### config.mk
export PLATFORM = sky130hd
export DESIGN_NAME = sswc_ram
export DESIGN_NICKNAME = d
export VERILOG_FILES = /design/src/rtl/core/sswc_ram.sv
export SDC_FILE = /design/constraint.sdc
export NUM_CORES = 1
export LEC_CHECK = 0
export ABC_AREA = 1
export BUFFER_PORTS_ARGS = -buffer_cell sky130_fd_sc_hd__clkbuf_2
export CORE_MARGIN = 10
export CORE_UTILIZATION = 60
export DETAILED_ROUTE_END_ITERATION = 10
export HOLD_SLACK_MARGIN = 0.03
export PLACE_DENSITY = 0.81
export REMOVE_ABC_BUFFERS = 1
export SKIP_LAST_GASP = 1
export SLEW_MARGIN = 20
export SYNTH_ARGS = -nofsm -noshare
export SYNTH_HDL_FRONTEND = slang
export SYNTH_SLANG_ARGS = --single-unit
### constraint.sdc
create_clock -name clk -period 5.7 [get_ports clk]
set_clock_uncertainty 0.05 [all_clocks]
set_input_delay 0.855 -clock clk [delete_from_list [all_inputs] [get_ports clk]]
set_output_delay 0.855 -clock clk [all_outputs]
set_load 0.1 [all_outputs]
### src/rtl/core/sswc_ram.sv
// ----------------------------------------------------------------------------
// sswc_ram
// Generic single-write, single-read RAM with registered read data.
// ----------------------------------------------------------------------------
module sswc_ram #(
  parameter int Width = 8,
  parameter int Depth = 64
) (
  input  logic                     clk,
  input  logic                     we,
  input  logic [$clog2(Depth)-1:0] waddr,
  input  logic [Width-1:0]         wdata,
  input  logic [$clog2(Depth)-1:0] raddr,
  output logic [Width-1:0]         rdata
);
  logic [Width-1:0] mem [Depth];

  always_ff @(posedge clk) begin
    if (we) begin
      mem[waddr] <= wdata;
    end
    rdata <= mem[raddr];
  end
endmodule

==> metrics.md <==
| Metric | Value |
|---|---|
| Slew Limit Headroom | 0.349 |
| Initial antenna violation count | 0 |
| Critical Path AT | about 3.5 ns |
| Final nets | 1818 |
| Register area | 15500 um^2 |
| Synth area leader | edfxtp_1 |
| Core footprint | roughly 35000 um^2 |
| Final period utilization | 0.532 |
| Asr flop ratio synth | 0 |
| Area fraction of the dominant cell type after synthesis | 0.720 |
| P_leak | between 8 and 9 nW |
| Crit-path leading delay family | buffers and inverters |
| Worst-margin pin slew | a little under 1 ns |
| Hpwl dp | ~28 mm |
| I/O Buffers | 29 |
| CP peak stage delay | approximately 0.7 ns |
| Number of vias per cell | 6.18 |
| Setup CP Type | in2reg |
| Post-CTS setup repair buffer count | 0 |
| Fin Hold WS | 0.692 ns |
| Post-route ant nets | 0 |
| Worst-path fanout max | 136 |
| First-pass GRT wire length | just under 80 mm |
| Critical Path, Cell by Cell | buf_6 > inv_6 > buf_12 > nand2_1 > nand3_1 > nand3_1 > nand2_1 > nand2_1 > nand3_1 > nand3_1 > nand2_1 |
| Via count | 14200 |
| Primary FF master, synth | edfxtp_1 |
| Setup_tns | 0 ns |
| Final setup viols | 0 |
| Most frequent cell after synthesis | nand2_1 |
| CP max-delay cell | inv_6 |
| Worst hold path startpoint | raddr[5] |
| Root buf cell | clkbuf_16 |
| Count of final hold-check violations | 0 |
| CTS resizes | 0 |
| Top post-synthesis cells by area | edfxtp_1 72%, nand2_1 11%, nand3_1 10% |
| Worst setup EP type | flip-flop |
| Gate Count Post-Synth | 1805 |
| Post-synthesis instance area | 21300 um^2 |
| Post-synth top cells | 648 x nand2_1, 512 x edfxtp_1, 439 x nand3_1, 56 x nor2_1, 37 x buf_2 |
| R2R Path Start | mem[54][0]$_DFFE_PP_ |
| Worst-path clk slew | 0.06 ns |
| GR Overflow Total | 0 |
| Worst hold-check path type | in2reg |
| Synth Area per Inst | 11.8 um^2 |
| Crit path launch | raddr[0] |
| Number of global-route vias before repair | 13900 |
| Fillcell total | roughly 2500 |
| Total GRT Usage | 0.228 |
| GPL Wtd Cong | between 0.9 and 1 |
| Cell Pwr Density | 339 nW/um^2 |
| Status | completed |
| Starting density of the core | 0.604 |
| Die area | 43500 um^2 |
| N_diodes | 0 |
| Drt wl/cell | 22.3 um |
| Yosys reg bits | 520 |
| Final Max Tran Viols | 0 |
| Peak VDD IR | about 0.3 mV |
| Largest net degree at the start of global routing | between 150 and 200 |
| First-pass iteration count of the detailed router | 6 |
| Multi-input gate area | 4950 um^2 |
| Share of layout cells above drive strength 1 | 0.0650 |
| Yosys warnings | 0 |
| Io pins | 30 |
| Min Tclk post-route | 3.03 ns |
| Hold_buf cts | 0 |
| Req. time, crit path | 6.15 ns |
| Chip Width | 209 um |
| Fmax | 330 MHz |
| Seq/Total Area, Yosys | 0.728 |
| Final WL | 51.1 mm |
| Skew-Pair Late Insertion Delay | 0.58 ns |
| RSZ-0062 raised after global routing | no |
| Num rows | 69 |
| Max-Cap Viols | 0 |
| CTS Buf Count | 50 |
| Die height | roughly 210 um |
| Buf/Inv on CP | 3 |
| CTS tree | yes |
| CP Launch Type | input port |
| Area delta synth->final | 7.39% |
| # clock sinks | 520 |
| CTS max path bufs | 3 |
| Synth unique cells | 16 |
| Residual DRC count | 0 |
| Number of synthesized flops with an enable pin | between 500 and 600 |
| CTS H-tree depth | 2 |
| Iter 0 DRT Violations | 1882 |
==> worst paths after layout <==
check / to / slack [ns] / cells after the start
setup / recovery: rdata[4]$_DFF_P_ / 2.67 / 11
hold reg to reg: rdata[5]$_DFF_P_ / 0.79 / 8
hold / removal: rdata[6]$_DFF_P_ / 0.69 / 3
setup reg to reg: rdata[0]$_DFF_P_ / 4.12 / 8
==> cells by family (layout without fill, tap and decap cells) <==
logic type / after synthesis / in the layout / synth area share
flip-flops: 520 / 520 / 0.728
buffers and inverters: 125 / 152 / 0.0402
AND/OR/NAND/NOR: 1160 / 1160 / 0.232
==> where the power goes <==
| group | switching (mW) | internal [mW] | total [mW] |
|---|---|---|---|
| Clock | 1.35 | 1.64 | 2.99 |
| Combinational | 0.413 | 0.112 | 0.525 |
| Sequential | 0.0103 | 4.23 | 4.24 |
| Total | 1.77 | 5.98 | 7.76 |
==> cell type report <==
cell class | count | share of cell area
Sequential cell | 520 | 0.678
Multi-Input combinational cell | 1160 | 0.216
Clock buffer | 66 | 0.0581
Tap cell | 461 | 0.0252
Timing Repair Buffer | 52 | 0.0153
Clock inverter | 22 | 0.00535
Inverter | 12 | 0.00229
==> worst min-delay path, cell delays in order <==
cell	delay, ns
clkbuf_2	0.17
nand3_1	0.17
nand2_1	0.06
==> sequential cells by signal, summed over array words and instances (netlist names) <==
signal	flops
rdata	8
mem	512
==> through the flow <==
step / power (mW) / instance area [um^2] / util / cells / setup WS, ns
3_5_place_dp: 4.84 / 21500 / 0.608 / 2205 / 2.18
2_1_floorplan: 4.59 / 20500 / - / 1692 / 2.28
5_1_grt: 7.96 / 22900 / 0.649 / 2293 / 2.47
3_3_place_gp: 4.82 / 21500 / 0.608 / 2205 / 2.17
4_1_cts: 7.76 / 22900 / 0.649 / 2293 / 2.74
6_report: 7.76 / 22900 / 0.649 / 2293 / 2.67
==> metal layers <==
| metal | track usage | up-vias | share of wire |
|---|---|---|---|
| met5 | 0 | - | 0 |
| met4 | 0.0960 | 0 | 0.038 |
| met3 | 0.0424 | 151 | 0.12 |
| met2 | 0.375 | 978 | 0.48 |
| met1 | 0.294 | 6715 | 0.36 |
| li1 | - | 6326 | - |
==> placed cells by master (no fill, tap or decap), types with 9 or more instances in the layout <==
master | netlist | final
clkbuf_1 | 15 | 15
nand4_1 | 9 | 9
buf_4 | 14 | 22
edfxtp_1 | 512 | 512
clkinv_1 | 0 | 10
clkinv_2 | 0 | 9
clkbuf_16 | 0 | 51
nand2_1 | 648 | 648
nor2_1 | 56 | 56
nand3_1 | 439 | 439
clkbuf_2 | 0 | 27
Power figures use the tool's default switching activity.
