**config.mk**
```make
export PLATFORM = sky130hd
export DESIGN_NAME = sswc_front_flat
export DESIGN_NICKNAME = d
export VERILOG_FILES = /design/src/rtl/core/sswc_pkg.sv /design/src/rtl/core/sswc_if.sv /design/src/rtl/core/sswc_front.sv /design/src/flat_wrapper.sv
export SDC_FILE = /design/constraint.sdc
export NUM_CORES = 1
export LEC_CHECK = 0
export BUFFER_PORTS_ARGS = -buffer_cell sky130_fd_sc_hd__buf_4
export CORE_UTILIZATION = 40
export DETAILED_ROUTE_END_ITERATION = 7
export GPL_ROUTABILITY_DRIVEN = 0
export HOLD_SLACK_MARGIN = 0.05
export PLACE_DENSITY = 0.68
export SLEW_MARGIN = 20
export SYNTH_ARGS = -nofsm -noshare
export SYNTH_HDL_FRONTEND = slang
export SYNTH_SLANG_ARGS = --single-unit
```
**constraint.sdc**
```tcl
create_clock -name clk -period 4.7 [get_ports clk]
set_clock_uncertainty 0.05 [all_clocks]
set_input_delay 1.41 -clock clk [delete_from_list [all_inputs] [get_ports clk]]
set_output_delay 1.41 -clock clk [all_outputs]
set_load 0.005 [all_outputs]
```
**src/rtl/core/sswc_pkg.sv**
```systemverilog
// ----------------------------------------------------------------------------
// sswc_pkg
// Shared constants and types for the single-substitution word corrector.
// ----------------------------------------------------------------------------
package sswc_pkg;

  localparam int MaxLenDefault    = 32;
  localparam int DictWordsDefault = 64;
  localparam int CharW            = 8;
  localparam int ActW             = 2;

  typedef enum logic [ActW-1:0] {
    ACT_LOAD  = 2'd0,
    ACT_QUERY = 2'd1,
    ACT_CLEAR = 2'd2,
    ACT_NONE  = 2'd3
  } action_t;

endpackage

```
**src/rtl/core/sswc_if.sv**
```systemverilog
// ----------------------------------------------------------------------------
// sswc_in_if / sswc_out_if
// Valid/ready channels for input items and result items.
// ----------------------------------------------------------------------------
interface sswc_in_if;
  logic       valid;
  logic       ready;
  logic [1:0] action;
  logic [7:0] char_in;
  logic       word_end;
  modport source (output valid, action, char_in, word_end, input ready);
  modport sink   (input valid, action, char_in, word_end, output ready);
endinterface


```
**src/rtl/core/sswc_front.sv**
```systemverilog
// ----------------------------------------------------------------------------
// sswc_front
// Accepts input items, writes dictionary and query buffers, and queues a
// scan job (query length) for the back end at each query word end.
// ----------------------------------------------------------------------------
module sswc_front #(
  parameter int MaxLen    = 32,
  parameter int DictWords = 64,
  localparam int PosW  = $clog2(MaxLen),
  localparam int LenW  = $clog2(MaxLen + 1),
  localparam int WordW = (DictWords > 1) ? $clog2(DictWords) : 1,
  localparam int CntW  = $clog2(DictWords + 1)
) (
  input  logic                clk,
  input  logic                rst,
  sswc_in_if.sink             in_ch,
  // dictionary writes
  output logic                dwe,
  output logic [WordW-1:0]    dword,
  output logic [PosW-1:0]     dpos,
  output logic [7:0]          dchar,
  output logic                lwe,
  output logic [LenW-1:0]     llen,
  // query buffer writes
  output logic                qwe,
  output logic                qbank,
  output logic [PosW-1:0]     qpos,
  output logic [7:0]          qchar,
  // job queue to back end
  output logic                job_valid,
  input  logic                job_ready,
  output logic [LenW-1:0]     job_len,
  output logic                job_bank,
  output logic [CntW-1:0]     job_count,
  input  logic                bank_busy
);
  import sswc_pkg::*;

  logic [CntW-1:0] dict_count;
  logic [LenW-1:0] load_position;
  logic [LenW-1:0] query_length;
  logic            bank;
  logic            acc;
  action_t         act;
  logic [LenW-1:0] qlen_inc;
  logic [LenW-1:0] ld_inc;
  logic            full;
  logic            q_end;

  assign act   = action_t'(in_ch.action);
  assign full  = (dict_count >= CntW'(DictWords));
  // a word end needs a free job slot and a free buffer bank
  assign q_end = (act == ACT_QUERY) && in_ch.word_end;
  // loads wait while a scan may still read the dictionary
  assign in_ch.ready = !(q_end && (job_valid || bank_busy))
                       && !((act == ACT_QUERY) && (bank_busy && query_length == '0
                            && job_valid))
                       && !((act == ACT_LOAD) && (job_valid || bank_busy));
  assign acc = in_ch.valid && in_ch.ready;

  assign qlen_inc = (query_length < LenW'(MaxLen)) ? query_length + 1'b1 : query_length;
  assign ld_inc   = (load_position < LenW'(MaxLen)) ? load_position + 1'b1 : load_position;

  assign dwe   = acc && (act == ACT_LOAD) && !full && (load_position < LenW'(MaxLen));
  assign dword = dict_count[WordW-1:0];
  assign dpos  = load_position[PosW-1:0];
  assign dchar = in_ch.char_in;
  assign lwe   = acc && (act == ACT_LOAD) && !full && in_ch.word_end;
  assign llen  = ld_inc;

  assign qwe   = acc && (act == ACT_QUERY) && (query_length < LenW'(MaxLen));
  assign qbank = bank;
  assign qpos  = query_length[PosW-1:0];
  assign qchar = in_ch.char_in;

  always_ff @(posedge clk) begin
    if (rst) begin
      dict_count    <= '0;
      load_position <= '0;
      query_length  <= '0;
      bank          <= 1'b0;
      job_valid     <= 1'b0;
      job_len       <= '0;
      job_bank      <= 1'b0;
      job_count     <= '0;
    end else begin
      if (job_valid && job_ready) begin
        job_valid <= 1'b0;
      end
      if (acc) begin
        unique case (act)
          ACT_LOAD: begin
            if (full) begin
              load_position <= '0;
            end else if (in_ch.word_end) begin
              dict_count    <= dict_count + 1'b1;
              load_position <= '0;
            end else begin
              load_position <= ld_inc;
            end
          end
          ACT_QUERY: begin
            if (in_ch.word_end) begin
              query_length <= '0;
              job_valid    <= 1'b1;
              job_len      <= qlen_inc;
              job_bank     <= bank;
              job_count    <= dict_count;
              bank         <= ~bank;
            end else begin
              query_length <= qlen_inc;
            end
          end
          ACT_CLEAR: begin
            dict_count    <= '0;
            load_position <= '0;
          end
          default: begin
          end
        endcase
      end
    end
  end

`ifndef SYNTH
  a_count_bound: assert property (@(posedge clk) disable iff (rst)
    dict_count <= CntW'(DictWords)) else $error("dictionary count overflow");
  a_qlen_bound: assert property (@(posedge clk) disable iff (rst)
    query_length <= LenW'(MaxLen)) else $error("query length overflow");
  a_job_hold: assert property (@(posedge clk) disable iff (rst)
    job_valid && !job_ready |=> job_valid && $stable(job_len))
    else $error("job dropped");
`endif
endmodule

```
**src/flat_wrapper.sv**
```systemverilog
// flat-port wrapper written by rule: the top's interface ports become plain ports
module sswc_front_flat import sswc_pkg::*;
#(
  parameter int MaxLen    = 32,
  parameter int DictWords = 64,
  localparam int PosW  = $clog2(MaxLen),
  localparam int LenW  = $clog2(MaxLen + 1),
  localparam int WordW = (DictWords > 1) ? $clog2(DictWords) : 1,
  localparam int CntW  = $clog2(DictWords + 1)
)
  (clk, rst, dwe, dword, dpos, dchar, lwe, llen, qwe, qbank, qpos, qchar, job_valid, job_ready, job_len, job_bank, job_count, bank_busy, in_ch_valid, in_ch_action, in_ch_char_in, in_ch_word_end, in_ch_ready);
  sswc_in_if in_ch_i ();
  input  logic clk;
  input  logic rst;
  output logic dwe;
  output logic [WordW-1:0] dword;
  output logic [PosW-1:0] dpos;
  output logic [7:0] dchar;
  output logic lwe;
  output logic [LenW-1:0] llen;
  output logic qwe;
  output logic qbank;
  output logic [PosW-1:0] qpos;
  output logic [7:0] qchar;
  output logic job_valid;
  input  logic job_ready;
  output logic [LenW-1:0] job_len;
  output logic job_bank;
  output logic [CntW-1:0] job_count;
  input  logic bank_busy;
  input wire logic [$bits(in_ch_i.valid)-1:0] in_ch_valid;
  input wire logic [$bits(in_ch_i.action)-1:0] in_ch_action;
  input wire logic [$bits(in_ch_i.char_in)-1:0] in_ch_char_in;
  input wire logic [$bits(in_ch_i.word_end)-1:0] in_ch_word_end;
  output wire logic [$bits(in_ch_i.ready)-1:0] in_ch_ready;
  assign in_ch_i.valid = in_ch_valid;
  assign in_ch_i.action = in_ch_action;
  assign in_ch_i.char_in = in_ch_char_in;
  assign in_ch_i.word_end = in_ch_word_end;
  assign in_ch_ready = in_ch_i.ready;
  sswc_front #(.MaxLen(MaxLen), .DictWords(DictWords)) u_core (.clk(clk), .rst(rst), .in_ch(in_ch_i), .dwe(dwe), .dword(dword), .dpos(dpos), .dchar(dchar), .lwe(lwe), .llen(llen), .qwe(qwe), .qbank(qbank), .qpos(qpos), .qchar(qchar), .job_valid(job_valid), .job_ready(job_ready), .job_len(job_len), .job_bank(job_bank), .job_count(job_count), .bank_busy(bank_busy));
endmodule
```
==> report_table.html, run 1 <==
<table>
<tr><th>Metric</th><th>Value</th></tr>
<tr><th colspan="2">Critical path</th></tr>
<tr><td>Cell seen most often among critical-path stages</td><td>buf_4</td></tr>
<tr><td>Critical path arrival</td><td>2.52 ns</td></tr>
<tr><td>Required time at the endpoint of the critical path</td><td>3.24 ns</td></tr>
<tr><td>Max stage delay on crit path</td><td>0.53 ns</td></tr>
<tr><td>Crit Path Max Fanout</td><td>7</td></tr>
<tr><td>Kind of start point of the critical path</td><td>input pin</td></tr>
<tr><td>Type of element capturing the critical path</td><td>primary output</td></tr>
<tr><td>Worst Setup Path Type</td><td>input pin to primary output</td></tr>
<tr><td>Number of cell instances on the worst register-to-register path</td><td>4</td></tr>
<tr><td>Slowest library cell on the worst path</td><td>or4b_4</td></tr>
<tr><td>Ordered cell list for the critical path</td><td>buf_4 &gt; or4b_4 &gt; nor3_4 &gt; buf_4</td></tr>
<tr><th colspan="2">Yosys</th></tr>
<tr><td>Synthesized instance count</td><td>237</td></tr>
<tr><td>Post-synthesis sequential element count</td><td>35</td></tr>
<tr><td>Unique cell type count in the Yosys netlist</td><td>45</td></tr>
<tr><td>Total standard cell area after synthesis</td><td>0.00198 mm²</td></tr>
<tr><td>Net Count, Synth</td><td>258</td></tr>
<tr><td>Mean post-synth cell area</td><td>8.34 µm²</td></tr>
<tr><td>Most used flip-flop cell after synthesis</td><td>dfxtp_1</td></tr>
<tr><td>Sequential share of the synthesized area</td><td>0.354</td></tr>
<tr><td>Synth async-reset ratio</td><td>0</td></tr>
<tr><td>Warnings from Yosys</td><td>0</td></tr>
<tr><td>Post-synth EDFFs</td><td>0</td></tr>
<tr><th colspan="2">Pwr</th></tr>
<tr><td>Worst VDD drop</td><td>0.153 mV</td></tr>
<tr><td>Leakage power summed over all cells</td><td>0.920 nW</td></tr>
<tr><td>Power density over the cells</td><td>258 mW/mm²</td></tr>
<tr><th colspan="2">Min path</th></tr>
<tr><td>Depth of the worst hold-timing path</td><td>2</td></tr>
<tr><td>Hold Crit Class</td><td>register to register</td></tr>
<tr><th colspan="2">Clocking</th></tr>
<tr><td>Clk root buf</td><td>clkbuf_8</td></tr>
<tr><td>Number of gates resized after CTS</td><td>0</td></tr>
<tr><td>CTS tree</td><td>built</td></tr>
<tr><td>Clk_lat worst skew</td><td>0.28 ns</td></tr>
<tr><td>Post-CTS Setup Repair Bufs</td><td>0</td></tr>
<tr><td>Number of H-tree levels</td><td>2</td></tr>
<tr><td>Clock Sinks</td><td>35</td></tr>
<tr><td>Number of CTS-inserted buffers</td><td>5</td></tr>
<tr><td>Count of hold-fix buffers inserted at cts</td><td>0</td></tr>
<tr><td>Clock edge transition at the registers on the reported setup and hold paths</td><td>0.07 ns</td></tr>
<tr><td>Buffers from clock root to sink, at most</td><td>2</td></tr>
<tr><th colspan="2">Timing</th></tr>
<tr><td>Max Fclk</td><td>251 MHz</td></tr>
<tr><td>Fin crit period</td><td>3.98 ns</td></tr>
<tr><td>Slew at the pin closest to its max-slew limit</td><td>0.795 ns</td></tr>
<tr><td>Unrepaired setup endpoints after global routing</td><td>no</td></tr>
<tr><td>Post-route clock period utilization</td><td>0.847</td></tr>
<tr><td>Setup Viol. Count Final</td><td>0</td></tr>
<tr><td>Max-Slew Margin vs Limit</td><td>0.470</td></tr>
<tr><td>Count of final hold-check violations</td><td>0</td></tr>
<tr><td>Aggregate negative setup slack</td><td>0 ns</td></tr>
<tr><td>Final-report max-slew violation count</td><td>0</td></tr>
<tr><th colspan="2">Cells and area</th></tr>
<tr><td>Antenna diode instance count</td><td>0</td></tr>
<tr><td>Final core area utilization</td><td>0.472</td></tr>
<tr><td>Fraction of layout instances using a drive strength above 1</td><td>0.249</td></tr>
<tr><td>Area growth from synthesis to final layout</td><td>13.4%</td></tr>
<tr><td>Final net count</td><td>273</td></tr>
<tr><th colspan="2">Detailed routing</th></tr>
<tr><td>Routed wire per std cell</td><td>12.8 µm</td></tr>
<tr><td>Detailed-route wire length</td><td>4110 µm</td></tr>
<tr><td>Detailed Routing Iterations Pass 1</td><td>4</td></tr>
<tr><td>Total vias in the final route</td><td>1620</td></tr>
<tr><td>DR iter-0 viols</td><td>85</td></tr>
<tr><td>Post-detailed-route DRC marker count</td><td>0</td></tr>
<tr><td>Remaining antenna violation count</td><td>0</td></tr>
<tr><td>Vias per std cell</td><td>5.06</td></tr>
<tr><th colspan="2">Global routing</th></tr>
<tr><td>Aggregate global routing overflow</td><td>0</td></tr>
<tr><td>Vias in the first global route</td><td>1446</td></tr>
<tr><td>Initial antenna violation count</td><td>0</td></tr>
<tr><td>Largest net degree at the start of global routing</td><td>32</td></tr>
<tr><td>All-Layer GR Usage</td><td>0.165</td></tr>
<tr><td>Global-route wire length before repair</td><td>6640 µm</td></tr>
<tr><th colspan="2">Flow run</th></tr>
<tr><td># Max-Cap Violations</td><td>0</td></tr>
<tr><th colspan="2">Placement</th></tr>
<tr><td>DPL Wire Length</td><td>2940 µm</td></tr>
<tr><td>Number of buffers inserted by port buffering</td><td>49</td></tr>
<tr><th colspan="2">Floorplanning</th></tr>
<tr><td># IOs</td><td>74</td></tr>
<tr><td>Number of core rows</td><td>25</td></tr>
<tr><td>Core region area</td><td>0.00475 mm²</td></tr>
<tr><td>Die area</td><td>0.00523 mm²</td></tr>
<tr><td>DIE HEIGHT</td><td>72.3 µm</td></tr>
<tr><td>Die span in x</td><td>72.3 µm</td></tr>
<tr><td>Starting utilization of the core area</td><td>0.416</td></tr>
<tr><th colspan="2">Outcome</th></tr>
<tr><td>Status</td><td>finished clean</td></tr>
</table>
[kinds of logic (layout without fill, tap and decap cells)]
| group | count (synthesis) | in the layout | share of synthesized area |
|---|---|---|---|
| AO/OA/AOI/OAI | 57 | 57 | 0.185 |
| XOR/XNOR | 8 | 8 | 0.0354 |
| adder cells (fa/ha/maj) | 5 | 5 | 0.0316 |
| buffers and inverters | 51 | 67 | 0.164 |
| flip-flops | 35 | 35 | 0.354 |
| multiplexers | 3 | 3 | 0.0158 |
| AND/OR/NAND/NOR | 78 | 78 | 0.214 |
[metal layers]
metal  global-route usage  wire length, µm
met5                    0                0
met4               0.0784               72
met3               0.0389              264
met2                0.268             1890
met1                0.207             1880
[path summary, 6_finish.rpt]
path	startpoint	to	slack, ns
setup reg to reg	u_core.job_valid	u_core.job_len[5]	2.77
setup / recovery	bank_busy	lwe	0.72
hold / removal	u_core.job_count[3]	u_core.job_count[3]	0.40
hold reg to reg	u_core.job_count[3]	u_core.job_count[3]	0.40
[synthesized netlist by cell type, drive strengths merged (5+ instances only)]
cell	number	area (µm²)
a311oi	5	43.8
xnor2	6	52.6
nand2b	6	37.5
nor2	14	52.6
clkbuf	7	36.3
dfxtp	35	701
inv	10	37.5
a21oi	24	120
buf	34	250
ha	5	62.6
o21ai	9	45.0
nand2	26	97.6
a211oi	7	52.6
[flip-flops by register name (all words and copies together) (netlist names)]
name	count
u_core.job_len	6
u_core.dict_count	7
u_core.job_valid	1
u_core.query_length	6
u_core.job_bank	1
u_core.load_position	6
u_core.job_count	7
u_core.qbank	1
[power by group]
part           internal, mW  switching (mW)
registers             0.299         0.00298
logic                0.0170          0.0238
clock network         0.134           0.101
total                 0.450           0.128
[layout make-up]
| type | instances | area [µm²] |
|---|---|---|
| Fill cell | 500 | 2510 |
| Multi-Input combinational cell | 151 | 952 |
| Sequential cell | 35 | 701 |
| Timing Repair Buffer | 49 | 368 |
| Clock buffer | 8 | 100 |
| Tap cell | 67 | 83.8 |
| Inverter | 10 | 37.5 |
[metrics by stage]
| step | instances | total power [mW] | hold slack, ns | setup slack (ns) | area, µm² |
|---|---|---|---|---|---|
| 2_1_floorplan | 237 | 0.345 | 0.398 | 1.09 | 1980 |
| 6_report | 320 | 0.578 | 0.405 | 0.720 | 2240 |
| 3_5_place_dp | 312 | 0.350 | 0.398 | 0.725 | 2140 |
| 5_1_grt | 320 | 0.602 | 0.424 | 0.664 | 2240 |
| 3_3_place_gp | 312 | 0.349 | 0.392 | 0.727 | 2140 |
| 4_1_cts | 320 | 0.585 | 0.408 | 0.726 | 2240 |
[layout by cell type, fill, tap and decap left out, types with 2 or more instances in the layout]
cell	Yosys	final
a211oi_1	7	7
a21o_1	2	2
a21oi_1	24	24
a311oi_1	5	5
a32o_1	3	3
and2_1	2	2
and3_1	3	3
buf_4	32	49
clkbuf_8	1	7
dfxtp_1	35	35
ha_1	5	5
inv_1	10	10
mux2i_1	2	2
nand2_1	26	26
nand2b_1	6	6
nand3_1	3	3
nand4_1	3	3
nand4b_1	4	4
nor2_1	14	14
nor2b_1	2	2
nor3_1	2	2
o21ai_0	8	8
or3_1	2	2
or4_1	3	3
xnor2_1	6	6
xor2_1	2	2
[worst max-delay path, delay by kind of cell]
kind          cells  cell delay (ns)
buf+inv           2             0.31
simple gates      2             0.80
Power figures use the tool's default switching activity.
==> run 2: changes to the inputs <==
PLACE_DENSITY = 0.71   (was 0.68)
clock period = 3.3 ns   (was 4.7 ns; I/O delays follow)
==> report_table.html, run 2 (synthesized netlist as in run 1, its figures left out) <==
<table>
<tr><th>Metric</th><th>Value</th></tr>
<tr><th colspan="2">Outcome</th></tr>
<tr><td>Status</td><td>finished clean</td></tr>
<tr><th colspan="2">Critical path</th></tr>
<tr><td>Critical R2R Launch</td><td>u_core.job_valid</td></tr>
<tr><td>Ordered cell list for the critical path</td><td>buf_4 &gt; nor2_1 &gt; and3_1 &gt; nor2b_1 &gt; buf_4</td></tr>
<tr><td>Cell seen most often among critical-path stages</td><td>buf_4</td></tr>
<tr><td>Kind of start point of the critical path</td><td>input pin</td></tr>
<tr><td>Buffering stage count on the worst path with inverters included</td><td>2</td></tr>
<tr><td>Number of cell instances on the worst register-to-register path</td><td>5</td></tr>
<tr><td>Worst Setup Path Type</td><td>input pin to primary output</td></tr>
<tr><td>Critical path arrival</td><td>1.97 ns</td></tr>
<tr><td>Crit Path Max Fanout</td><td>7</td></tr>
<tr><td>Required time at the endpoint of the critical path</td><td>2.26 ns</td></tr>
<tr><td>Last element of the critical path</td><td>dwe</td></tr>
<tr><td>Max stage delay on crit path</td><td>0.31 ns</td></tr>
<tr><td>Register-to-register setup slack</td><td>1.47 ns</td></tr>
<tr><td>CP delay by family, top</td><td>simple AND/OR/NAND/NOR gates</td></tr>
<tr><td>Critical path depth in cells</td><td>5</td></tr>
<tr><td>Type of element capturing the critical path</td><td>primary output</td></tr>
<tr><td>Slowest library cell on the worst path</td><td>nor2_1</td></tr>
<tr><td>Endpoint of the lowest-slack register-to-register path</td><td>u_core.job_len[3]</td></tr>
<tr><td>Launch point of the worst path</td><td>bank_busy</td></tr>
<tr><th colspan="2">Cells and area</th></tr>
<tr><td>Final net count</td><td>275</td></tr>
<tr><td>Fraction of layout instances using a drive strength above 1</td><td>0.259</td></tr>
<tr><td>Most common library cell in the layout ignoring fill and taps</td><td>buf_4</td></tr>
<tr><td>Area growth from synthesis to final layout</td><td>15.1%</td></tr>
<tr><td>Antenna diode instance count</td><td>0</td></tr>
<tr><td>Largest registers</td><td>u_core.dict_count: 7 flops, u_core.job_count: 7 flops</td></tr>
<tr><td>Most used cells in the layout excluding fill and tap cells</td><td>51 x buf_4, 35 x dfxtp_1, 26 x nand2_1, 24 x a21oi_1, 14 x nor2_1</td></tr>
<tr><th colspan="2">Clocking</th></tr>
<tr><td>CTS tree</td><td>built</td></tr>
<tr><td>Post-CTS Setup Repair Bufs</td><td>0</td></tr>
<tr><td>Buffers from clock root to sink, at most</td><td>2</td></tr>
<tr><td>Count of hold-fix buffers inserted at cts</td><td>0</td></tr>
<tr><td>Clk_lat worst skew</td><td>0.29 ns</td></tr>
<tr><td>Clock Sinks</td><td>35</td></tr>
<tr><td>Number of CTS-inserted buffers</td><td>5</td></tr>
<tr><td>Number of H-tree levels</td><td>2</td></tr>
<tr><td>Clk root buf</td><td>clkbuf_8</td></tr>
<tr><td>Clock edge transition at the registers on the reported setup and hold paths</td><td>0.07 ns</td></tr>
<tr><td>Number of gates resized after CTS</td><td>0</td></tr>
<tr><th colspan="2">Floorplanning</th></tr>
<tr><td>Core region area</td><td>0.00475 mm²</td></tr>
<tr><td>DIE HEIGHT</td><td>72.3 µm</td></tr>
<tr><td>Starting utilization of the core area</td><td>0.416</td></tr>
<tr><td>Die span in x</td><td>72.3 µm</td></tr>
<tr><td>Number of core rows</td><td>25</td></tr>
<tr><td># IOs</td><td>74</td></tr>
<tr><td>Die area</td><td>0.00523 mm²</td></tr>
<tr><th colspan="2">Timing</th></tr>
<tr><td>Max Fclk</td><td>332 MHz</td></tr>
<tr><td>Slew at the pin closest to its max-slew limit</td><td>0.532 ns</td></tr>
<tr><td>Count of final hold-check violations</td><td>0</td></tr>
<tr><td>Max-Slew Margin vs Limit</td><td>0.645</td></tr>
<tr><td>Aggregate negative setup slack</td><td>0 ns</td></tr>
<tr><td>PnR worst setup slack</td><td>0.288 ns</td></tr>
<tr><td>Final-report max-slew violation count</td><td>0</td></tr>
<tr><td>Post-route clock period utilization</td><td>0.913</td></tr>
<tr><td>Fin crit period</td><td>3.01 ns</td></tr>
<tr><td>Setup Viol. Count Final</td><td>0</td></tr>
<tr><td>Unrepaired setup endpoints after global routing</td><td>no</td></tr>
<tr><th colspan="2">Placement</th></tr>
<tr><td>Number of buffers inserted by port buffering</td><td>49</td></tr>
<tr><td>DPL Wire Length</td><td>2910 µm</td></tr>
<tr><td>Place WS</td><td>0.286 ns</td></tr>
<tr><th colspan="2">Detailed routing</th></tr>
<tr><td>Detailed Routing Iterations Pass 1</td><td>4</td></tr>
<tr><td>Total vias in the final route</td><td>1637</td></tr>
<tr><td>Remaining antenna violation count</td><td>0</td></tr>
<tr><td>Post-detailed-route DRC marker count</td><td>0</td></tr>
<tr><td>DR iter-0 viols</td><td>101</td></tr>
<tr><td>Vias per std cell</td><td>5.08</td></tr>
<tr><td>Routed wire per std cell</td><td>12.4 µm</td></tr>
<tr><td>Detailed-route wire length</td><td>3980 µm</td></tr>
<tr><th colspan="2">Pwr</th></tr>
<tr><td>Leakage power summed over all cells</td><td>0.940 nW</td></tr>
<tr><td>Post-layout power</td><td>0.887 mW</td></tr>
<tr><td>Worst VDD drop</td><td>0.301 mV</td></tr>
<tr><td>Power density over the cells</td><td>390 mW/mm²</td></tr>
<tr><th colspan="2">Global routing</th></tr>
<tr><td>Global-route wire length before repair</td><td>6500 µm</td></tr>
<tr><td>Aggregate global routing overflow</td><td>0</td></tr>
<tr><td>Vias in the first global route</td><td>1412</td></tr>
<tr><td>Largest net degree at the start of global routing</td><td>32</td></tr>
<tr><td>All-Layer GR Usage</td><td>0.161</td></tr>
<tr><td>Initial antenna violation count</td><td>0</td></tr>
<tr><th colspan="2">Min path</th></tr>
<tr><td>Hold Crit Class</td><td>register to register</td></tr>
<tr><td>Hold_sp</td><td>u_core.job_count[5]</td></tr>
<tr><th colspan="2">Flow run</th></tr>
<tr><td># Max-Cap Violations</td><td>0</td></tr>
</table>
[run 2: cell types whose count changed in the layout (fill, tap and decap cells not counted)]
| cell | change |
|---|---|
| buf_4 | +2 |
| bufinv_16 | +1 |
| clkbuf_1 | -1 |
| clkbuf_8 | -1 |
| clkinv_2 | +1 |
[run 2: how the worst min path moves through the flow]
stage / endpoint / slack (ns) / cells after the start
final: u_core.job_count[5] / 0.40 / 2
after global routing: u_core.job_count[5] / 0.43 / 2
after CTS: u_core.job_len[0] / 0.41 / 2
after detailed placement: u_core.job_count[5] / 0.40 / 2
after global placement: u_core.job_count[3] / 0.39 / 2
after floorplan: u_core.job_len[0] / 0.40 / 2
[run 2: metal layers]
layer  vias up  track usage  wire [µm]
met2        44        0.252       1820
met3         8       0.0444        269
met1       749        0.209       1840
li1        836            -          -
met4         0       0.0654         49
met5         -            0          0
[run 2: tightest hold or removal path: cells and delay by family, from the launching register on]
| kind | cells | cell delay (ns) |
|---|---|---|
| flops | 1 | 0.31 |
| compound gates | 1 | 0.05 |
| simple gates | 1 | 0.05 |
[run 2: per-stage QoR]
step	area (µm²)	hold WS (ns)	util	std cells
floorplan	1980	0.398	-	237
global placement	2160	0.393	0.454	314
detailed placement	2160	0.399	0.454	314
CTS	2270	0.409	0.478	322
global route	2270	0.428	0.478	322
finish	2270	0.404	0.478	322
[run 2: final cells by class]
cell class | instances | area [µm²]
Fill cell | 495 | 2480
Multi-Input combinational cell | 151 | 952
Sequential cell | 35 | 701
Timing Repair Buffer | 51 | 383
Tap cell | 67 | 83.8
Clock buffer | 6 | 82.6
Inverter | 10 | 37.5
Clock inverter | 2 | 35.0
[run 2: where the power goes]
part | total (mW) | leakage, nW | internal (mW) | switching [mW]
clock | 0.399 | 0.0612 | 0.244 | 0.154
combinational | 0.0582 | 0.597 | 0.0246 | 0.0336
sequential | 0.430 | 0.282 | 0.426 | 0.00454
