==> src/rtl/core/sswc_if.sv <==


interface sswc_out_if;
  logic       valid;
  logic       ready;
  logic [7:0] char_out;
  logic       last_out;
  logic       found;
  logic       corrected;
  modport source (output valid, char_out, last_out, found, corrected, input ready);
  modport sink   (input valid, char_out, last_out, found, corrected, output ready);
endinterface

==> src/rtl/core/sswc_back.sv <==
// ----------------------------------------------------------------------------
// sswc_back
// Scans the dictionary for a job, one character compare per cycle, applies
// the substitution and streams the word out through a registered output.
// ----------------------------------------------------------------------------
module sswc_back #(
  parameter int MaxLen    = 32,
  parameter int DictWords = 64,
  localparam int PosW  = $clog2(MaxLen),
  localparam int LenW  = $clog2(MaxLen + 1),
  localparam int WordW = (DictWords > 1) ? $clog2(DictWords) : 1,
  localparam int CntW  = $clog2(DictWords + 1)
) (
  input  logic             clk,
  input  logic             rst,
  input  logic             job_valid,
  output logic             job_ready,
  input  logic [LenW-1:0]  job_len,
  input  logic             job_bank,
  input  logic [CntW-1:0]  job_count,
  output logic             bank_busy,
  // dictionary reads
  output logic [WordW-1:0] rword,
  output logic [PosW-1:0]  rpos,
  input  logic [7:0]       rchar,
  input  logic [LenW-1:0]  rlen,
  // query buffer reads
  output logic             rbank,
  output logic [PosW-1:0]  qrpos,
  input  logic [7:0]       qchar,
  sswc_out_if.source       out_ch
);
  typedef enum logic [5:0] {
    S_IDLE = 6'b000001,
    S_LEN  = 6'b000010,
    S_CMP  = 6'b000100,
    S_FIX  = 6'b001000,
    S_RD   = 6'b010000,
    S_OUT  = 6'b100000
  } state_t;

  state_t          state;
  logic [LenW-1:0] len;
  logic            bnk;
  logic [CntW-1:0] cnt;
  logic [CntW-1:0] word;
  logic [LenW-1:0] pos;
  logic            cmp_v;
  logic [PosW-1:0] cmp_pos;
  logic [1:0]      diffs;
  logic [PosW-1:0] where;
  logic            hit;
  logic            fixed;
  logic [7:0]      fix_char;
  logic            rd_v;
  logic [PosW-1:0] rd_pos;
  logic            pend;
  logic            mism;
  logic            ostall;

  assign ostall    = out_ch.valid && !out_ch.ready;
  assign job_ready = (state == S_IDLE);
  assign bank_busy = (state != S_IDLE);
  assign rbank     = bnk;
  assign rword     = word[WordW-1:0];
  assign mism      = cmp_v && (qchar != rchar);

  always_comb begin
    rpos  = pos[PosW-1:0];
    qrpos = pos[PosW-1:0];
    if (state == S_FIX) begin
      rpos = where;
    end
  end

  always_ff @(posedge clk) begin
    if (rst) begin
      state        <= S_IDLE;
      cmp_v        <= 1'b0;
      diffs        <= '0;
      rd_v         <= 1'b0;
      pend         <= 1'b0;
      out_ch.valid <= 1'b0;
    end else begin
      if (out_ch.valid && out_ch.ready) begin
        out_ch.valid <= 1'b0;
      end
      unique case (state)
        S_IDLE: begin
          if (job_valid) begin
            len   <= job_len;
            bnk   <= job_bank;
            cnt   <= job_count;
            word  <= '0;
            hit   <= 1'b0;
            fixed <= 1'b0;
            state <= S_LEN;
          end
        end
        S_LEN: begin
          // the length of the word now on rword is registered and checked in S_CMP
          if (word >= cnt) begin
            pos   <= '0;
            state <= S_RD;
          end else begin
            pos   <= '0;
            diffs <= '0;
            cmp_v <= 1'b0;
            state <= S_CMP;
          end
        end
        S_CMP: begin
          if (pos == '0 && !cmp_v && rlen != len) begin
            word  <= word + 1'b1;
            state <= S_LEN;
          end else begin
            if (mism) begin
              if (diffs == 2'd0) begin
                where <= cmp_pos;
              end
              diffs <= diffs + 1'b1;
            end
            if ((mism && diffs != 2'd0)) begin
              cmp_v <= 1'b0;
              word  <= word + 1'b1;
              state <= S_LEN;
            end else if (pos == len) begin
              if (!cmp_v) begin
                cmp_v <= 1'b0;
                hit   <= 1'b1;
                if (diffs != 2'd0 || mism) begin
                  fixed <= 1'b1;
                  state <= S_FIX;
                end else begin
                  pos   <= '0;
                  state <= S_RD;
                end
              end else begin
                cmp_v <= 1'b0;
              end
            end else begin
              cmp_v   <= 1'b1;
              cmp_pos <= pos[PosW-1:0];
              pos     <= pos + 1'b1;
            end
          end
        end
        S_FIX: begin
          if (!rd_v) begin
            rd_v <= 1'b1;
          end else begin
            rd_v     <= 1'b0;
            fix_char <= rchar;
            pos      <= '0;
            state    <= S_RD;
          end
        end
        S_RD: begin
          if (!ostall && !pend) begin
            if (pos == len) begin
              state <= S_IDLE;
            end else begin
              pend   <= 1'b1;
              rd_pos <= pos[PosW-1:0];
              pos    <= pos + 1'b1;
            end
          end else if (pend && !ostall) begin
            pend               <= 1'b0;
            out_ch.valid       <= 1'b1;
            out_ch.char_out    <= (fixed && rd_pos == where) ? fix_char : qchar;
            out_ch.last_out    <= (LenW'(rd_pos) + 1'b1 == len);
            out_ch.found       <= hit;
            out_ch.corrected   <= fixed;
          end
        end
        default: state <= S_IDLE;
      endcase
    end
  end

`ifndef SYNTH
  a_ready_idle: assert property (@(posedge clk) disable iff (rst)
    job_ready |-> !out_ch.valid || out_ch.last_out || !pend)
    else $error("job taken mid word");
  a_fix_hit: assert property (@(posedge clk) disable iff (rst)
    out_ch.valid && out_ch.corrected |-> out_ch.found)
    else $error("corrected without found");
  a_diffs: assert property (@(posedge clk) disable iff (rst)
    diffs != 2'd3) else $error("diff count runaway");
`endif
endmodule
==> src/flat_wrapper.sv <==
// flat-port wrapper written by rule: the top's interface ports become plain ports
module sswc_back_flat 
#(
  parameter int MaxLen    = 32,
  parameter int DictWords = 64,
  localparam int PosW  = $clog2(MaxLen),
  localparam int LenW  = $clog2(MaxLen + 1),
  localparam int WordW = (DictWords > 1) ? $clog2(DictWords) : 1,
  localparam int CntW  = $clog2(DictWords + 1)
)
  (clk, rst, job_valid, job_ready, job_len, job_bank, job_count, bank_busy, rword, rpos, rchar, rlen, rbank, qrpos, qchar, out_ch_valid, out_ch_char_out, out_ch_last_out, out_ch_found, out_ch_corrected, out_ch_ready);
  sswc_out_if out_ch_i ();
  input  logic clk;
  input  logic rst;
  input  logic job_valid;
  output logic job_ready;
  input  logic [LenW-1:0] job_len;
  input  logic job_bank;
  input  logic [CntW-1:0] job_count;
  output logic bank_busy;
  output logic [WordW-1:0] rword;
  output logic [PosW-1:0] rpos;
  input  logic [7:0] rchar;
  input  logic [LenW-1:0] rlen;
  output logic rbank;
  output logic [PosW-1:0] qrpos;
  input  logic [7:0] qchar;
  output wire logic [$bits(out_ch_i.valid)-1:0] out_ch_valid;
  output wire logic [$bits(out_ch_i.char_out)-1:0] out_ch_char_out;
  output wire logic [$bits(out_ch_i.last_out)-1:0] out_ch_last_out;
  output wire logic [$bits(out_ch_i.found)-1:0] out_ch_found;
  output wire logic [$bits(out_ch_i.corrected)-1:0] out_ch_corrected;
  input wire logic [$bits(out_ch_i.ready)-1:0] out_ch_ready;
  assign out_ch_valid = out_ch_i.valid;
  assign out_ch_char_out = out_ch_i.char_out;
  assign out_ch_last_out = out_ch_i.last_out;
  assign out_ch_found = out_ch_i.found;
  assign out_ch_corrected = out_ch_i.corrected;
  assign out_ch_i.ready = out_ch_ready;
  sswc_back #(.MaxLen(MaxLen), .DictWords(DictWords)) u_core (.clk(clk), .rst(rst), .job_valid(job_valid), .job_ready(job_ready), .job_len(job_len), .job_bank(job_bank), .job_count(job_count), .bank_busy(bank_busy), .rword(rword), .rpos(rpos), .rchar(rchar), .rlen(rlen), .rbank(rbank), .qrpos(qrpos), .qchar(qchar), .out_ch(out_ch_i));
endmodule
==> config.mk <==
export PLATFORM = sky130hd
export DESIGN_NAME = sswc_back_flat
export DESIGN_NICKNAME = d
export VERILOG_FILES = /design/src/rtl/core/sswc_if.sv /design/src/rtl/core/sswc_back.sv /design/src/flat_wrapper.sv
export SDC_FILE = /design/constraint.sdc
export NUM_CORES = 1
export LEC_CHECK = 0
export ABC_AREA = 1
export BUFFER_PORTS_ARGS = -buffer_cell sky130_fd_sc_hd__buf_2
export CAP_MARGIN = 40
export CORE_MARGIN = 5
export CORE_UTILIZATION = 30
export CTS_CLUSTER_DIAMETER = 50
export DETAILED_ROUTE_END_ITERATION = 7
export REMOVE_ABC_BUFFERS = 1
export SLEW_MARGIN = 10
export SYNTH_ARGS = -nofsm -noshare
export SYNTH_HDL_FRONTEND = slang
export SYNTH_SLANG_ARGS = --single-unit
export TNS_END_PERCENT = 30
==> constraint.sdc <==
create_clock -name clk -period 5.3 [get_ports clk]
set_input_delay 1.06 -clock clk [delete_from_list [all_inputs] [get_ports clk]]
set_output_delay 1.06 -clock clk [all_outputs]
set_load 0.01 [all_outputs]
==> summary.txt, run 1 <==
Cells and area
  • Fin cells: 670
  • Nets: approximately 550
  • Most common cell after layout, fill and taps aside: nand2_1
  • Area of the multi-input gates: approximately 1500 µm²
  • Design Area, Final: around 4700 µm²
  • Register Area: ~2100 µm²
  • Antenna Cells: 0
  • Final core occ: 0.370
  • Share of cells above drive strength 1: 0.233
  • Highest-count cells in the layout ignoring fill and taps: nand2_1, buf_2, inv_1
  • FILL cells: 1298
  • Area growth, synth to finish: 19.8%

Die
  • # IOs: 71
  • Core area: roughly 13000 µm²
  • Chip Height: 125 µm
  • Die extent in x: roughly 120 µm
  • # rows: 41
  • Initial Utilization: 0.309
  • Die area: ~16000 µm²

Global route
  • Largest net degree at the start of global routing: 18
  • Initial antenna violation count: 0
  • Vias in the first global route: about 3000
  • First-pass GRT wire length: around 15 mm
  • Congestion Overflow GR: 0
  • GRT Total Usage: 0.117

Critical path
  • Critical-path top delay cell: nor2_1
  • WP data arrival: between 2 and 3 ns
  • Most frequent CP cell: nor2_1
  • Critical path, cell by cell: buf_2 -> xnor2_1 -> nand2_1 -> nor2_1 -> nand3_1 -> nand2_1 -> inv_1 -> ha_1 -> inv_1 -> nor2_1 -> a31oi_1 -> o2111ai_1 -> nor2_1
  • Critical Path Fanout Max: 6
  • CP peak stage delay: 0.40 ns
  • Critical path class: primary input to flip-flop
  • Crit end category: flip-flop
  • Setup crit start kind: primary input
  • Required @ worst endpoint: approximately 5.3 ns
  • Family with the most delay on the worst path: simple AND/OR/NAND/NOR gates
  • WP buf/inv: 3

Run
  • Max-cap viol count: 0

Clock network
  • CTS root buf: clkbuf_16
  • H-tree levels: 3
  • CTS Buf Count: 9
  • Later-pin clock latency in the skew report: between 0.3 and 0.4 ns
  • Maximum clock path buffer count: 2
  • CTS tree: built
  • Clock sink total: 74
  • Postcts setup bufs: 0
  • # hold bufs at CTS: 0
  • Clock transition at path regs: 0.07 ns
  • Resized cells post-CTS: 0

Detailed routing
  • Initial DRC Count: 188
  • DRT antenna net count: 0
  • Vias: 2934
  • TritonRoute pass-1 iters: 4
  • DRC viols: 0
  • DR WL/cell: between 10 and 15 µm
  • DR vias/cell: ~4.4
  • Total Wirelength: just under 9 mm

Placed design
  • Port Buffers: 70
  • Post-DP HPWL: slightly below 7 mm
  • DP Area: 4430 µm²
  • Dpl cells: between 600 and 700
  • Pre-CTS setup slack: between 2 and 2.5 ns
  • Gpl congestion: 0.873

STA
  • # setup viols final: 0
  • Worst Max-Slew Pin Slew: approximately 0.54 ns
  • RSZ-0062 raised after global routing: no
  • Post-route minimum period: 2.92 ns
  • Slew HR: 0.638
  • Clock skew: a little under 0.009 ns
  • Slew Viols, Final: 0
  • Max Freq: about 340 MHz
  • Final setup margin: 2.38 ns
  • Final period util: 0.550
  • Fin. Hold Viols: 0
  • Final TNS setup: 0 ns

Min path
  • Worst min-delay path category: flip-flop to flip-flop

Power
  • Pwr Density: roughly 370 nW/µm²
  • Maximum VDD drop: about 0.21 mV
  • Pleak: roughly 2.1 nW

Logic synthesis
  • Number of synthesized register bits: 74
  • Warnings from Yosys: 0
  • Sequential share of the synthesized area: 0.536
  • Syn Inst Count: roughly 420
  • Syn avg cell area: 9.32 µm²
  • Post-Syn Area: around 3900 µm²
  • Yosys cell types: 34

Outcome
  • Outcome: finished, final reports clean
## power by group
group | leakage (nW) | total, mW | switching, mW | internal, mW
Combinational | 1.27 | 0.398 | 0.246 | 0.152
Clock | 0.145 | 0.586 | 0.255 | 0.331
Sequential | 0.670 | 0.756 | 0.0550 | 0.701
## worst paths after layout
kind	start	endpoint	slack, ns	cells after the start
worst max-delay path	qchar[0]	u_core.pos[1]	2.38	13
worst min-delay path	u_core.cmp_pos[2]	u_core.where[2]	0.42	0
worst min register to register	u_core.cmp_pos[2]	u_core.where[2]	0.42	0
worst max register to register	u_core.pos[1]	u_core.word[1]	2.77	9
## layer usage
metal	track usage	share of wire
met5	0	0
met4	0.0419	0.018
met3	0.0403	0.076
met2	0.185	0.45
met1	0.149	0.46
## flip-flops by register name (all words and copies together), names as in the netlist, 5 cells and up
name and flops:
u_core.fix_char 8, u_core.cnt 7, u_core.pos 6, u_core.len 6
u_core.state 5, u_core.out_ch.char_out 8, u_core.rd_pos 5, u_core.where 5
u_core.cmp_pos 5, u_core.word 7
## metrics by stage
step	power, mW	hold WS, ns
floorplan	1.03	0.400
global placement	1.15	0.402
detailed placement	1.17	0.405
global route	1.85	0.424
finish	1.74	0.421
CTS	1.77	0.421
## logic make-up (layout without fill, tap and decap cells)
family / Yosys count / after routing / synth area share
buffers and inverters: 84 / 159 / 0.0930
XOR/XNOR: 23 / 23 / 0.0511
adder cells (fa/ha/maj): 15 / 15 / 0.0476
flip-flops: 74 / 74 / 0.536
AO/OA/AOI/OAI: 40 / 40 / 0.0568
AND/OR/NAND/NOR: 187 / 187 / 0.216
## synth_stat cells (all sizes together)
master   count  area, µm²
nand2       93        379
inv         69        259
edfxtp      63       1890
nor2        52        213
nand3       22        135
o21ai       17       85.1
a21oi       16       87.6
buf         15        108
ha          15        188
xor2        12        105
dfxtp       11        220
nor3        11       65.1
xnor2       11       96.3
nand4        6       37.5
nor3b        2       15.0
o22ai        2       12.5
a21boi       1       7.51
a21o         1       7.51
a221oi       1       8.76
a31oi        1       6.26
nor4         1       6.26
o2111ai      1       8.76
## area by class of cell
type	instances	area share
sequential	74	0.447
multi-input combinational	265	0.311
timing repair buffer	74	0.0800
inverter	69	0.0548
clock buffer	9	0.0477
tap	172	0.0456
clock inverter	7	0.0140
Note: power is estimated with default switching activity, not from simulation.
==> run 2, diff against run 1 <==
--- a/config.mk
+++ b/config.mk
@@ -5,7 +5,7 @@
 export SDC_FILE = /design/constraint.sdc
 export NUM_CORES = 1
 export LEC_CHECK = 0
-export ABC_AREA = 1
+export ABC_AREA = 0
 export BUFFER_PORTS_ARGS = -buffer_cell sky130_fd_sc_hd__buf_2
 export CAP_MARGIN = 40
 export CORE_MARGIN = 5
==> constraint.sdc (replaced) <==
create_clock -name clk -period 2.6 [get_ports clk]
set_input_delay 0.52 -clock clk [delete_from_list [all_inputs] [get_ports clk]]
set_output_delay 0.52 -clock clk [all_outputs]
set_load 0.01 [all_outputs]
==> run 2 against run 1 <==
  * Final area shrank 3.1%
  * Power grew 61%
  * Non-clock buffer count grew 12
  * First-iteration DRC count shrank 31%
  * Core utilization grew 0.96 points
  * Via count shrank 15%
  * Area after synthesis shrank 6.1%
  * Combinational power shrank 36%
  * Synthesized cell count shrank 30%
  * Largest cell class unchanged
  * Largest power group unchanged
==> summary.txt, run 2 <==
Logic synthesis
  • Area leader, netlist: edfxtp_1
  • Most numerous cell in the Yosys netlist: edfxtp_1
  • Number of synthesized register bits: 74
  • Share of the synthesized area in the top cell type: 0.511
  • Post-Syn Area: around 3700 µm²
  • Synth Flop Type: edfxtp_1
  • Syn avg cell area: 12.5 µm²
  • EDFF count, synth: between 60 and 70
  • Top cells by count, synth: edfxtp_1, xor2_1, nor2_1
  • Yosys cell types: 45
  • Warnings from Yosys: 0
  • Synth top area cells: edfxtp_1, xor2_1, dfxtp_1
  • Syn Inst Count: 297
  • FFs w/ async S/R, synth: 0
  • Sequential share of the synthesized area: 0.570

STA
  • Worst hold slack: between 0.3 and 0.4 ns
  • Post-route minimum period: 2.52 ns
  • Final period util: 0.971
  • RSZ-0062 raised after global routing: no
  • Final TNS setup: 0 ns
  • Fin. Hold Viols: 0
  • # setup viols final: 0
  • Clock skew: 0.00518 ns
  • Max Freq: just under 400 MHz
  • Worst Max-Slew Pin Slew: 0.696 ns
  • Slew Viols, Final: 0
  • Final setup margin: about 0.076 ns
  • Slew HR: 0.536

Detailed routing
  • Initial DRC Count: between 100 and 150
  • DR WL/cell: between 10 and 15 µm
  • Vias: 2502
  • DRC viols: 0
  • TritonRoute pass-1 iters: 4
  • Total Wirelength: 8.02 mm
  • DRT antenna net count: 0
  • DR vias/cell: between 4 and 5

Die
  • Die extent in x: about 120 µm
  • Chip Height: 121 µm
  • Core area: between 10000 and 15000 µm²
  • Initial Utilization: 0.307
  • # rows: 40
  • # IOs: between 70 and 80
  • Die area: between 10000 and 15000 µm²

Placed design
  • Gpl congestion: around 0.83
  • Pre-CTS setup slack: -0.311 ns
  • Port Buffers: 70
  • Post-DP HPWL: approximately 6.2 mm

Critical path
  • Critical path class: primary input to flip-flop
  • Worst r2r path cells: 5
  • Setup crit start kind: primary input
  • R2R Path End: u_core.word[1]
  • Critical Path Fanout Max: 4
  • Worst r2r src: u_core.state[1]
  • Crit path from: qchar[5]
  • WP data arrival: about 2.5 ns
  • Critical path endpoint: u_core.fixed
  • Required @ worst endpoint: around 2.6 ns
  • R2R Setup Slk: approximately 0.25 ns
  • Crit end category: flip-flop

Power
  • Pwr Density: 611 nW/µm²
  • Pleak: around 1.8 nW
  • Tot Pwr: about 2.8 mW
  • Maximum VDD drop: between 0.4 and 0.5 mV

Global route
  • Largest net degree at the start of global routing: 23
  • Vias in the first global route: 2626
  • Initial antenna violation count: 0
  • Congestion Overflow GR: 0
  • First-pass GRT wire length: ~13 mm
  • GRT Total Usage: 0.114

Cells and area
  • Highest-count cells in the layout ignoring fill and taps: buf_2, edfxtp_1, xor2_1
  • Antenna Cells: 0
  • Most common cell after layout, fill and taps aside: buf_2
  • Area growth, synth to finish: 23.6%
  • Nets: roughly 430
  • Biggest registers after layout: u_core.fix_char: 8 flops, u_core.out_ch.char_out: 8 flops
  • Share of cells above drive strength 1: 0.320

Clock network
  • CTS tree: built
  • Maximum clock path buffer count: 2
  • Clock sink total: 74
  • CTS Buf Count: 9
  • H-tree levels: 3
  • CTS root buf: clkbuf_16
  • Postcts setup bufs: 0
  • Clock transition at path regs: approximately 0.06 ns
  • Later-pin clock latency in the skew report: approximately 0.33 ns

Min path
  • Worst min-delay path category: primary input to flip-flop

Run
  • Max-cap viol count: 0

Outcome
  • Outcome: finished, final reports clean
-- run 2: per-layer routing --
metal | wire, µm | track usage | vias up
met5 | 0 | 0 | -
li1 | - | - | 1224
met4 | 134 | 0.0467 | 0
met3 | 493 | 0.0378 | 13
met2 | 3720 | 0.182 | 75
met1 | 3670 | 0.140 | 1190
-- run 2: worst min-delay path by stage --
stage / startpoint / endpoint / slack, ns / cells past startpoint
after global routing: job_count[1] / u_core.cnt[1] / 0.35 / 1
after CTS: job_count[4] / u_core.cnt[4] / 0.35 / 1
after floorplan: u_core.hit / u_core.out_ch.found / 0.40 / 0
after global placement: u_core.cmp_pos[1] / u_core.where[1] / 0.40 / 0
final: job_count[0] / u_core.cnt[0] / 0.36 / 1
after detailed placement: u_core.cmp_pos[4] / u_core.where[4] / 0.40 / 0
-- run 2: cell families (layout without fill, tap and decap cells) --
logic type,Yosys count,count (layout),synth area share
adder cells (fa/ha/maj),15,15,0.0507
buffers and inverters,32,119,0.0436
AO/OA/AOI/OAI,31,31,0.0571
XOR/XNOR,43,43,0.102
AND/OR/NAND/NOR,87,87,0.131
multiplexers,15,15,0.0449
flip-flops,74,74,0.570
-- run 2: through the flow --
stage,util,area (µm²),cells
2_1_floorplan,-,3600,282
3_3_place_gp,0.355,4290,536
3_5_place_dp,0.355,4290,536
4_1_cts,0.379,4570,552
5_1_grt,0.379,4580,552
6_report,0.379,4580,552
-- run 2: area by class of cell --
cell class              instances  area [µm²]
fillers                      1179        7480
flip-flops and latches         74        2110
clock buffers                   9         225
clock inverters                 7        60.1
repair buffers                 86         470
well taps                     168         210
inverters                      17        63.8
multi-input cells             191        1440
-- run 2: critical path: stages --
cell and delay, ns:
buf_2 0.11, xor2_1 0.16, nor4_2 0.33, a21boi_0 0.24, ha_1 0.31, nor4b_4 0.34
nand2_1 0.17, o41ai_1 0.33
-- run 2: where the power goes --
part | internal, mW | switching (mW) | leakage [nW]
sequential | 1.32 | 0.0339 | 0.671
clock | 0.730 | 0.454 | 0.140
combinational | 0.119 | 0.136 | 0.997
total | 2.17 | 0.624 | 1.81
-- run 2: what timing repair did --
action	in CTS	in global routing
resized for setup	0	1
hold buffers	0	0
setup endpoints to repair	0	10
==> run 3, diff against run 2 <==
--- a/config.mk
+++ b/config.mk
@@ -8,6 +8,7 @@
 export ABC_AREA = 0
 export BUFFER_PORTS_ARGS = -buffer_cell sky130_fd_sc_hd__buf_2
 export CAP_MARGIN = 40
+export CORE_ASPECT_RATIO = 2
 export CORE_MARGIN = 5
 export CORE_UTILIZATION = 30
 export CTS_CLUSTER_DIAMETER = 50
==> run 3 against run 2 <==
  * Via count increased by 0.20%
  * Die area increased by 0.92%
  * Worst setup slack improved by 0.089 ns
  * Sequential power about the same
  * Largest cell class unchanged
  * Critical endpoint is now u_core.hit
  * Worst hold slack about the same
  * Final cell count decreased by 2.0%
  * Non-clock buffer count increased by 10
  * Maximum frequency increased by 3.7%
  * First-iteration DRC count increased by 29%
==> summary.txt, run 3 (synthesis gave the netlist of run 2 again) <==
Outcome
  • Outcome: finished, final reports clean

Run
  • Max-cap viol count: 0

STA
  • Post-route minimum period: about 2.4 ns
  • Final TNS setup: 0 ns
  • Slew Viols, Final: 0
  • Slew HR: 0.473
  • Fin. Hold Viols: 0
  • RSZ-0062 raised after global routing: yes
  • Final period util: 0.937
  • Clock skew: roughly 0.0079 ns
  • # setup viols final: 0
  • Worst Max-Slew Pin Slew: approximately 0.8 ns
  • Max Freq: 411 MHz
  • Final setup margin: 0.165 ns

Clock network
  • CTS Buf Count: 9
  • H-tree levels: 3
  • Later-pin clock latency in the skew report: roughly 0.33 ns
  • Clock transition at path regs: about 0.060 ns
  • CTS tree: built
  • Clock sink total: 74
  • Maximum clock path buffer count: 2
  • # hold bufs at CTS: 0
  • CTS root buf: clkbuf_16

Detailed routing
  • Total Wirelength: 8.59 mm
  • DR vias/cell: approximately 4.6
  • DRC viols: 0
  • DRT antenna net count: 0
  • DR WL/cell: between 15 and 20 µm
  • Vias: roughly 2500
  • TritonRoute pass-1 iters: 4
  • Initial DRC Count: around 170

Die
  • Initial Utilization: 0.305
  • # IOs: 71
  • # rows: 57
  • Chip Height: approximately 170 µm
  • Die extent in x: 88.6 µm
  • Die area: between 10000 and 15000 µm²
  • Core area: between 10000 and 15000 µm²

Critical path
  • Critical path class: primary input to flip-flop
  • WP data arrival: approximately 2.5 ns
  • Setup crit start kind: primary input
  • Crit end category: flip-flop
  • Critical-path top delay cell: nor4_2
  • Critical path, cell by cell: buf_2 -> xor2_1 -> nor4_2 -> buf_4 -> a21boi_0 -> ha_1 -> nor4b_4 -> nand2_1 -> o31ai_1 -> buf_4
  • Critical Path Fanout Max: 4
  • Required @ worst endpoint: 2.66 ns
  • Most frequent CP cell: buf_4
  • CP peak stage delay: between 0.3 and 0.4 ns

Cells and area
  • Highest-count cells in the layout ignoring fill and taps: buf_2, edfxtp_1, xor2_1
  • Biggest registers after layout: u_core.fix_char: 8 flops, u_core.out_ch.char_out: 8 flops
  • Share of cells above drive strength 1: 0.345
  • Fin cells: around 540
  • FILL cells: ~1200
  • Area growth, synth to finish: 25.4%
  • Antenna Cells: 0
  • Final core occ: 0.383
  • Nets: 444
  • Most common cell after layout, fill and taps aside: buf_2

Placed design
  • Gpl congestion: a little over 0.8
  • Port Buffers: 70
  • Dpl cells: ~530
  • Pre-CTS setup slack: -0.330 ns
  • Post-DP HPWL: between 6 and 7 mm

Global route
  • Largest net degree at the start of global routing: 23
  • Congestion Overflow GR: 0
  • GRT Total Usage: 0.124
  • Vias in the first global route: approximately 2700
  • Initial antenna violation count: 0
  • First-pass GRT wire length: 13.7 mm

Power
  • Pwr Density: between 600 and 700 nW/µm²
  • Tot Pwr: ~2.9 mW
  • Maximum VDD drop: roughly 0.33 mV
  • Pleak: about 1.9 nW

Min path
  • Worst min-delay path category: primary input to flip-flop
run 3: metrics by stage:
stage               hold WS (ns)  area, µm²
global placement           0.403       4340
finish                     0.361       4640
CTS                        0.351       4630
detailed placement         0.406       4340
global route               0.354       4640
floorplan                  0.400       3600
run 3: area by class of cell:
| class | count | area (µm²) | area share |
|---|---|---|---|
| well taps | 147 | 184 | 0.0396 |
| repair buffers | 96 | 546 | 0.117 |
| clock inverters | 6 | 66.3 | 0.0143 |
| inverters | 17 | 63.8 | 0.0137 |
| flip-flops and latches | 74 | 2110 | 0.455 |
| clock buffers | 10 | 229 | 0.0493 |
| multi-input cells | 191 | 1440 | 0.311 |
run 3: report_power, final:
part,switching [mW],internal [mW]
Sequential,0.0331,1.32
Combinational,0.141,0.129
Clock,0.488,0.746
Total,0.662,2.20
run 3: layer usage:
metal | routed length, µm | global-route usage
met3 | 304 | 0.0231
met1 | 2920 | 0.116
met5 | 0 | 0
met4 | 228 | 0.0625
met2 | 5140 | 0.242
run 3: final timing paths:
path              slack, ns  depth (start not counted)         startpoint              end
setup / recovery       0.17                         10           rchar[7]       u_core.hit
hold / removal         0.36                          1       job_count[4]    u_core.cnt[4]
setup reg to reg       0.28                          5    u_core.state[1]   u_core.word[2]
hold reg to reg        0.42                          0  u_core.cmp_pos[3]  u_core.where[3]
run 3: what timing repair did:
action                     in CTS  in global routing
setup endpoints to repair       0                 14
resized for setup               0                  2
buffers inserted                0                  0
run 3: worst max-delay path, delay by kind of cell:
family	cells	cell delay [ns]
adders and majority gates	1	0.28
and+or+nand+nor	3	0.79
xor gates and xnor gates	1	0.16
buffers and inverters	3	0.41
AOI/OAI and AO/OA	2	0.33
